### config.mk
export PLATFORM = sky130hd
export DESIGN_NAME = life_cellular_automaton_row_step_flat
export DESIGN_NICKNAME = d
export VERILOG_FILES = /design/src/hdl/gol_pkg.sv /design/src/hdl/gol_row_if.sv /design/src/hdl/gol_res_if.sv /design/src/hdl/life_cellular_automaton_row_step.sv /design/src/hdl/gol_cell.sv /design/src/hdl/gol_rq.sv /design/src/flat_wrapper.sv
export SDC_FILE = /design/constraint.sdc
export NUM_CORES = 1
export LEC_CHECK = 0
export ABC_AREA = 1
export BUFFER_PORTS_ARGS = -buffer_cell sky130_fd_sc_hd__buf_2
export CORE_AREA = 2 2 234 236
export CTS_CLUSTER_DIAMETER = 100
export DETAILED_ROUTE_END_ITERATION = 10
export DIE_AREA = 0 0 236 238
export PLACE_DENSITY_LB_ADDON = 0.2
export SYNTH_ARGS = -nofsm -noshare
export SYNTH_HDL_FRONTEND = slang
export SYNTH_SLANG_ARGS = --single-unit
### constraint.sdc
create_clock -name clk -period 8.3 [get_ports clk]
set_input_delay 1.66 -clock clk [delete_from_list [all_inputs] [get_ports clk]]
set_output_delay 1.66 -clock clk [all_outputs]
set_load 0.005 [all_outputs]
### src/hdl/gol_pkg.sv
`default_nettype none

package gol_pkg;

    localparam int ROW_W          = 32;
    localparam int POP_W          = 6;
    localparam int TOT_W          = 16;
    localparam int GRID_WIDTH_DEF = 32;
    localparam int RECV_W         = 2;
    localparam int RQ_DEPTH       = 4;
    localparam int RQ_AW          = $clog2(RQ_DEPTH);
    localparam int RQ_CW          = $clog2(RQ_DEPTH + 1);

    localparam logic [RECV_W-1:0] RECV_MAX = RECV_W'(2);
    localparam logic [3:0]        BIRTH_N  = 4'd3;
    localparam logic [3:0]        SURV_N   = 4'd2;
    localparam logic [TOT_W-1:0]  TOT_MAX  = {TOT_W{1'b1}};

    // bits one column shows to its neighbours
    typedef struct packed {
        logic older;
        logic middle;
        logic fresh;
    } gol_nbr_t;

    // next-generation bits of one column
    typedef struct packed {
        logic mid;
        logic fin;
    } gol_next_t;

    typedef struct packed {
        logic [ROW_W-1:0] row;
        logic [POP_W-1:0] pop;
        logic             eog;
    } gol_res_t;

    typedef struct packed {
        logic push_a;
        logic push_b;
        logic pop;
    } gol_rq_ctl_t;

    typedef struct packed {
        logic head_valid;
        logic room;
    } gol_rq_stat_t;

    function automatic logic gol_rule(input logic alive, input logic [3:0] n);
        return (n == BIRTH_N) || (alive && (n == SURV_N));
    endfunction

    // adder tree, one level per loop and the last level in the return
    function automatic logic [POP_W-1:0] gol_popcount(input logic [ROW_W-1:0] v);
        logic [1:0] s1 [16];
        logic [2:0] s2 [8];
        logic [3:0] s3 [4];
        logic [4:0] s4 [2];
        for (int i = 0; i < 16; i++)
            s1[i] = {1'b0, v[2*i]} + {1'b0, v[2*i+1]};
        for (int i = 0; i < 8; i++)
            s2[i] = {1'b0, s1[2*i]} + {1'b0, s1[2*i+1]};
        for (int i = 0; i < 4; i++)
            s3[i] = {1'b0, s2[2*i]} + {1'b0, s2[2*i+1]};
        for (int i = 0; i < 2; i++)
            s4[i] = {1'b0, s3[2*i]} + {1'b0, s3[2*i+1]};
        return {1'b0, s4[0]} + {1'b0, s4[1]};
    endfunction

endpackage

`default_nettype wire

### src/hdl/gol_row_if.sv
`default_nettype none

interface gol_row_if;
    import gol_pkg::*;

    logic             valid;
    logic             ready;
    logic [ROW_W-1:0] row_bits;
    logic             last_row;

    modport source (output valid, output row_bits, output last_row, input ready);
    modport sink (input valid, input row_bits, input last_row, output ready);
endinterface

`default_nettype wire

### src/hdl/gol_res_if.sv
`default_nettype none

interface gol_res_if;
    import gol_pkg::*;

    logic             valid;
    logic             ready;
    logic [ROW_W-1:0] next_row;
    logic [POP_W-1:0] row_population;
    logic [TOT_W-1:0] grid_population;
    logic             end_of_grid;

    modport source (output valid, output next_row, output row_population,
                    output grid_population, output end_of_grid, input ready);
    modport sink (input valid, input next_row, input row_population,
                  input grid_population, input end_of_grid, output ready);
endinterface

`default_nettype wire

### src/hdl/life_cellular_automaton_row_step.sv
// order: results pass via the result queue to the output register; a last
// row's second result follows its first; throughput: one row per cycle while
// the queue has room; a last row of a taller grid yields two result beats,
// and the four-entry result queue absorbs the extra beat while room for two remains
// reset: rst_n clears the stored rows, row count, grid total and queue,
// and the block starts a new grid
`default_nettype none

module life_cellular_automaton_row_step #(
    parameter int GRID_WIDTH = gol_pkg::GRID_WIDTH_DEF
) (
    input wire logic  clk,
    input wire logic  rst_n,
    gol_row_if.sink   row,
    gol_res_if.source result
);
    import gol_pkg::*;

    localparam int NCOLS = (GRID_WIDTH < ROW_W) ? GRID_WIDTH : ROW_W;

    gol_nbr_t     nbr [NCOLS+2];
    logic [ROW_W-1:0] mid_bits;
    logic [ROW_W-1:0] fin_bits;

    logic [RECV_W-1:0] recv_reg, recv_next;
    logic [TOT_W-1:0]  total_reg, total_next;
    logic              out_valid_reg, out_valid_next;
    logic [ROW_W-1:0]  out_row_reg;
    logic [POP_W-1:0]  out_pop_reg;
    logic [TOT_W-1:0]  out_grid_reg;
    logic              out_eog_reg;

    logic          take;
    gol_rq_ctl_t   q_ctl;
    gol_rq_stat_t  q_stat;
    gol_res_t      q_a;
    gol_res_t      q_b;
    gol_res_t      q_head;
    logic          load;
    logic [TOT_W:0] sum;
    logic [TOT_W-1:0] sat;

    assign take      = row.valid && row.ready;
    assign row.ready = q_stat.room;

    assign nbr[0]       = '0;
    assign nbr[NCOLS+1] = '0;

    for (genvar c = 0; c < NCOLS; c++)
    begin : g_col
        gol_next_t nx;

        gol_cell u_cell (
            .clk   (clk),
            .rst_n (rst_n),
            .take  (take),
            .last  (row.last_row),
            .fresh (row.row_bits[c]),
            .left  (nbr[c]),
            .right (nbr[c+2]),
            .self  (nbr[c+1]),
            .nxt   (nx)
        );

        assign mid_bits[c] = nx.mid;
        assign fin_bits[c] = nx.fin;
    end

    for (genvar c = NCOLS; c < ROW_W; c++)
    begin : g_pad
        assign mid_bits[c] = 1'b0;
        assign fin_bits[c] = 1'b0;
    end

    always_comb
    begin
        recv_next = recv_reg;
        if (take)
        begin
            if (row.last_row)
                recv_next = '0;
            else if (recv_reg < RECV_MAX)
                recv_next = recv_reg + RECV_W'(1);
        end
    end

    always_comb
    begin
        q_a.row      = mid_bits;
        q_a.pop      = gol_popcount(mid_bits);
        q_a.eog      = 1'b0;
        q_b.row      = fin_bits;
        q_b.pop      = gol_popcount(fin_bits);
        q_b.eog      = 1'b1;
        q_ctl.push_a = take && (recv_reg != '0);
        q_ctl.push_b = take && row.last_row;
        q_ctl.pop    = load;
    end

    gol_rq u_rq (
        .clk     (clk),
        .rst_n   (rst_n),
        .ctl     (q_ctl),
        .entry_a (q_a),
        .entry_b (q_b),
        .head    (q_head),
        .stat    (q_stat)
    );

    // output register and running grid total
    always_comb
    begin
        load           = q_stat.head_valid && (!out_valid_reg || result.ready);
        sum            = {1'b0, total_reg} + (TOT_W + 1)'(q_head.pop);
        sat            = sum[TOT_W] ? TOT_MAX : sum[TOT_W-1:0];
        out_valid_next = load || (out_valid_reg && !result.ready);
        total_next     = total_reg;
        if (load)
            total_next = q_head.eog ? '0 : sat;
    end

    always_ff @(posedge clk or negedge rst_n)
    begin
        if (!rst_n)
        begin
            recv_reg      <= '0;
            total_reg     <= '0;
            out_valid_reg <= 1'b0;
        end
        else
        begin
            recv_reg      <= recv_next;
            total_reg     <= total_next;
            out_valid_reg <= out_valid_next;
        end
    end

    always_ff @(posedge clk)
    begin
        if (load)
        begin
            out_row_reg  <= q_head.row;
            out_pop_reg  <= q_head.pop;
            out_grid_reg <= sat;
            out_eog_reg  <= q_head.eog;
        end
    end

    assign result.valid           = out_valid_reg;
    assign result.next_row        = out_row_reg;
    assign result.row_population  = out_pop_reg;
    assign result.grid_population = out_grid_reg;
    assign result.end_of_grid     = out_eog_reg;

endmodule

`default_nettype wire

### src/hdl/gol_cell.sv
`default_nettype none

module gol_cell (
    input  wire logic              clk,
    input  wire logic              rst_n,
    input  wire logic              take,
    input  wire logic              last,
    input  wire logic              fresh,
    input  wire gol_pkg::gol_nbr_t left,
    input  wire gol_pkg::gol_nbr_t right,
    output gol_pkg::gol_nbr_t      self,
    output gol_pkg::gol_next_t     nxt
);
    import gol_pkg::*;

    logic older_reg, older_next;
    logic middle_reg, middle_next;
    logic [3:0] n_mid;
    logic [3:0] n_fin;

    always_comb
    begin
        older_next  = older_reg;
        middle_next = middle_reg;
        if (take)
        begin
            // end of grid clears the column back to a dead border
            older_next  = last ? 1'b0 : middle_reg;
            middle_next = last ? 1'b0 : fresh;
        end
    end

    always_ff @(posedge clk or negedge rst_n)
    begin
        if (!rst_n)
        begin
            older_reg  <= 1'b0;
            middle_reg <= 1'b0;
        end
        else
        begin
            older_reg  <= older_next;
            middle_reg <= middle_next;
        end
    end

    assign self.older  = older_reg;
    assign self.middle = middle_reg;
    assign self.fresh  = fresh;

    always_comb
    begin
        n_mid = {3'b0, left.older} + {3'b0, older_reg} + {3'b0, right.older}
              + {3'b0, left.middle} + {3'b0, right.middle}
              + {3'b0, left.fresh} + {3'b0, fresh} + {3'b0, right.fresh};
        // row below the last one is dead
        n_fin = {3'b0, left.middle} + {3'b0, middle_reg} + {3'b0, right.middle}
              + {3'b0, left.fresh} + {3'b0, right.fresh};
        nxt.mid = gol_rule(middle_reg, n_mid);
        nxt.fin = gol_rule(fresh, n_fin);
    end

endmodule

`default_nettype wire

### src/hdl/gol_rq.sv
`default_nettype none

module gol_rq (
    input  wire logic                 clk,
    input  wire logic                 rst_n,
    input  wire gol_pkg::gol_rq_ctl_t ctl,
    input  wire gol_pkg::gol_res_t    entry_a,
    input  wire gol_pkg::gol_res_t    entry_b,
    output gol_pkg::gol_res_t         head,
    output gol_pkg::gol_rq_stat_t     stat
);
    import gol_pkg::*;

    gol_res_t         mem [RQ_DEPTH];
    logic [RQ_AW-1:0] wr_ptr_reg, wr_ptr_next;
    logic [RQ_AW-1:0] rd_ptr_reg, rd_ptr_next;
    logic [RQ_CW-1:0] count_reg, count_next;
    logic [RQ_AW-1:0] slot_b;

    // second result goes behind the first when both arrive in one beat
    assign slot_b = ctl.push_a ? (wr_ptr_reg + RQ_AW'(1)) : wr_ptr_reg;

    always_comb
    begin
        wr_ptr_next = wr_ptr_reg + RQ_AW'(ctl.push_a) + RQ_AW'(ctl.push_b);
        rd_ptr_next = rd_ptr_reg + RQ_AW'(ctl.pop);
        count_next  = count_reg + RQ_CW'(ctl.push_a) + RQ_CW'(ctl.push_b)
                    - RQ_CW'(ctl.pop);
    end

    always_ff @(posedge clk or negedge rst_n)
    begin
        if (!rst_n)
        begin
            wr_ptr_reg <= '0;
            rd_ptr_reg <= '0;
            count_reg  <= '0;
        end
        else
        begin
            wr_ptr_reg <= wr_ptr_next;
            rd_ptr_reg <= rd_ptr_next;
            count_reg  <= count_next;
        end
    end

    always_ff @(posedge clk)
    begin
        if (ctl.push_a)
            mem[wr_ptr_reg] <= entry_a;
        if (ctl.push_b)
            mem[slot_b] <= entry_b;
    end

    assign head            = mem[rd_ptr_reg];
    assign stat.head_valid = (count_reg != '0);
    assign stat.room       = (count_reg <= RQ_CW'(RQ_DEPTH - 2));

endmodule

`default_nettype wire

### src/flat_wrapper.sv
// flat-port wrapper written by rule: the top's interface ports become plain ports
module life_cellular_automaton_row_step_flat import gol_pkg::*;
#(
    parameter int GRID_WIDTH = gol_pkg::GRID_WIDTH_DEF
)
  (clk, rst_n, row_valid, row_row_bits, row_last_row, row_ready, result_valid, result_next_row, result_row_population, result_grid_population, result_end_of_grid, result_ready);
  gol_row_if row_i ();
  gol_res_if result_i ();
  input wire logic clk;
  input wire logic rst_n;
  input wire logic [$bits(row_i.valid)-1:0] row_valid;
  input wire logic [$bits(row_i.row_bits)-1:0] row_row_bits;
  input wire logic [$bits(row_i.last_row)-1:0] row_last_row;
  output wire logic [$bits(row_i.ready)-1:0] row_ready;
  output wire logic [$bits(result_i.valid)-1:0] result_valid;
  output wire logic [$bits(result_i.next_row)-1:0] result_next_row;
  output wire logic [$bits(result_i.row_population)-1:0] result_row_population;
  output wire logic [$bits(result_i.grid_population)-1:0] result_grid_population;
  output wire logic [$bits(result_i.end_of_grid)-1:0] result_end_of_grid;
  input wire logic [$bits(result_i.ready)-1:0] result_ready;
  assign row_i.valid = row_valid;
  assign row_i.row_bits = row_row_bits;
  assign row_i.last_row = row_last_row;
  assign row_ready = row_i.ready;
  assign result_valid = result_i.valid;
  assign result_next_row = result_i.next_row;
  assign result_row_population = result_i.row_population;
  assign result_grid_population = result_i.grid_population;
  assign result_end_of_grid = result_i.end_of_grid;
  assign result_i.ready = result_ready;
  life_cellular_automaton_row_step #(.GRID_WIDTH(GRID_WIDTH)) u_core (.clk(clk), .rst_n(rst_n), .row(row_i), .result(result_i));
endmodule
==> reports/summary.txt <==
Worst Path Arrival = 8.74 ns
Area growth syn-to-layout = 16.2%
Core area = 53,500 um2
Post-route cell area = 27,800 um2
Final Hold Vio Count = 0
Clk_skew = 0.0202 ns
Vias = 19.4k
Crit. End Element = register
Worst r2r dst = u_core.u_rq.mem[0][3]
Fill cells = 4,765
Initial core utilization = 44.6%
Setup TNS = -0.942 ns
Multi-input logic area = 13,300 um2
Top reg by flops = u_core.u_rq.mem
Final setup vio count = 11
Worst setup startpoint = row_row_bits[3]
Hold WC Path Type = register to register
Initial antenna violation count = 0
DRC = 0
H-tree level count = 2
Netlist Area Pre-Place = 23,900 um2
End point of the critical path = u_core.u_rq.mem[0][3]
Element type at the critical path start = input port
Vias in the first global route = 20.1k
Top_reg_cell synth = edfxtp_1
FF+latch area = 8550 um2
Fin crit share = 102%
Congestion Overflow GR = 0
Global router's overall resource usage = 24.4%
Min Tclk post-route = 8.44 ns
Share of post-route cells with drive strength above 1 = 15.6%
Number of synthesis warnings = 0
Clk buf depth = 3
Die Footprint = 56,200 um2
Commonest non-fill, non-tap cell in the layout = nand2_1
Worst slew pin tran = 1.04 ns
Post-synth EDFFs = 207
Synth Area per Inst = 9.07 um2
RSZ-0062 raised after global routing = true
Worst-path fanout max = 4
Clock sink count = 301
Vias/cell = 5.43
Clk pin slew, worst setup/hold paths = 0.05 ns
Row count = 85
#FFs+latches synth = 301
Crit path max-delay cell type = fa_2
Die H = 238 um
First-pass GRT wire length = 108 mm
Antenna-violating nets left = 0
Critical Path RT = 8.60 ns
Final HPWL DP = 42.9 mm
Nets = 3,275
CTS Buf Count = 39
Most common cell on crit path = fa_1
GP Congestion = 0.856
Cells after Synth = 2,634
CTS root buf = clkbuf_16
Net Count, Synth = 3,062
Most frequent cells in the layout = nand2_1, inv_1, nor2_1, fa_1, edfxtp_1
Worst slew margin = 30.6%
Largest net degree at the start of global routing = 90
First-pass DRT Iterations = 5
Placed Area = 25,700 um2
Antenna cells = 0
Ys async rst share = 29.9%
Failing checks = setup timing
Initial DRC Count = 1,292
Delay of the slowest critical-path stage = 0.62 ns
Count of cell types in the netlist = 40
IO Port Bufs = 93
Status = finished with violations
Die Width = 236 um
Achievable frequency = 0.118 GHz
CTS tree = built
Clock Latency Late Sink = 0.57 ns
Reg2reg path depth = 28
Max reg flops = 156
Critical R2R Launch = u_core.g_col[9].u_cell.older_reg
Flop2flop setup slack = 0.69 ns
Crit Path Class = input port to register
# IOs = 94
Slew Limit Fails = 0
Max-Cap Viols = 0
Drt total wl = 66.9 mm
Final WS setup = -0.142 ns
Wire per inst = 18.7 um
Post-synthesis sequential area ratio = 35.8%
-- metal layers --
metal | vias up | track usage [%] | routed length, um
met5 | - | 0 | 0
met4 | 0 | 10.3 | 2610
met3 | 188 | 3.59 | 4720
met2 | 801 | 42.1 | 33000
met1 | 9399 | 30.7 | 26600
li1 | 9006 | - | -
-- metrics by stage --
step	hold slack, ns	utilization, %	cells	setup slack (ns)
4_1_cts	0.454	51.7	3576	-0.0271
3_5_place_dp	0.446	48.1	3430	-0.698
6_report	0.455	51.9	3573	-0.142
5_1_grt	0.482	51.9	3573	-0.353
3_3_place_gp	0.436	48.1	3430	-0.602
2_1_floorplan	0.422	-	2634	-0.150
-- synth_stat cells (all sizes together) (5+ instances only) --
library cell | instances | area [um2]
nand2 | 493 | 1870
nand3 | 104 | 538
o211ai | 15 | 113
nand3b | 15 | 113
nor3 | 21 | 105
edfxtp | 207 | 6220
xor2 | 5 | 43.8
o22ai | 38 | 238
ha | 153 | 1910
clkbuf | 54 | 203
o2bb2ai | 8 | 70.1
or2 | 6 | 37.5
a21oi | 16 | 80.1
inv | 427 | 1610
nor2 | 314 | 1190
o21ai | 180 | 901
fa | 238 | 4760
xnor2 | 5 | 43.8
buf | 74 | 448
dfrtp | 90 | 2250
nand4 | 158 | 988
-- critical path: cells and delay by family --
family | cells | cell delay [ns]
XOR/XNOR | 1 | 0.20
adder cells (fa/ha/maj) | 13 | 5.50
AND/OR/NAND/NOR | 4 | 0.34
AO/OA/AOI/OAI | 1 | 0.24
buffers and inverters | 10 | 0.76
-- area by class of cell --
class / instances / share of cell area [%]
sequential: 301 / 30.8
inverter: 427 / 5.86
clock inverter: 21 / 0.996
clock buffer: 50 / 3.89
timing repair buffer: 300 / 7.42
multi-input combinational: 1778 / 47.9
tap: 696 / 3.14
-- what timing repair did --
action / in CTS / in global routing
setup endpoints to repair: 8 / 28
hold buffers: 0 / 0
gates resized for setup: 6 / 36
buffers inserted: 75 / 9
pin swaps: 8 / 43
-- how the worst min path moves through the flow --
stage          slack [ns]  depth (start not counted)                   from               endpoint
2_1_floorplan        0.42                          2  u_core.u_rq.mem[2][0]  u_core.u_rq.mem[2][0]
3_3_place_gp         0.44                          2  u_core.u_rq.mem[2][0]  u_core.u_rq.mem[2][0]
3_5_place_dp         0.45                          2  u_core.u_rq.mem[3][0]  u_core.u_rq.mem[3][0]
4_1_cts              0.45                          2  u_core.u_rq.mem[3][0]  u_core.u_rq.mem[3][0]
5_1_grt              0.48                          2  u_core.u_rq.mem[0][0]  u_core.u_rq.mem[0][0]
6_report             0.45                          2  u_core.u_rq.mem[3][0]  u_core.u_rq.mem[3][0]
-- cells by family after synthesis --
kind of cell	after synthesis	synth area share (%)
AOI/OAI and AO/OA	266	6.16
xor gates and xnor gates	10	0.367
adders and majority gates	391	28.0
buffers and inverters	555	9.45
DFF	301	35.8
and+or+nand+nor	1111	20.3
Power is not shown: default switching activity piles up to over one toggle a cycle in this logic, so the estimate is an artifact.
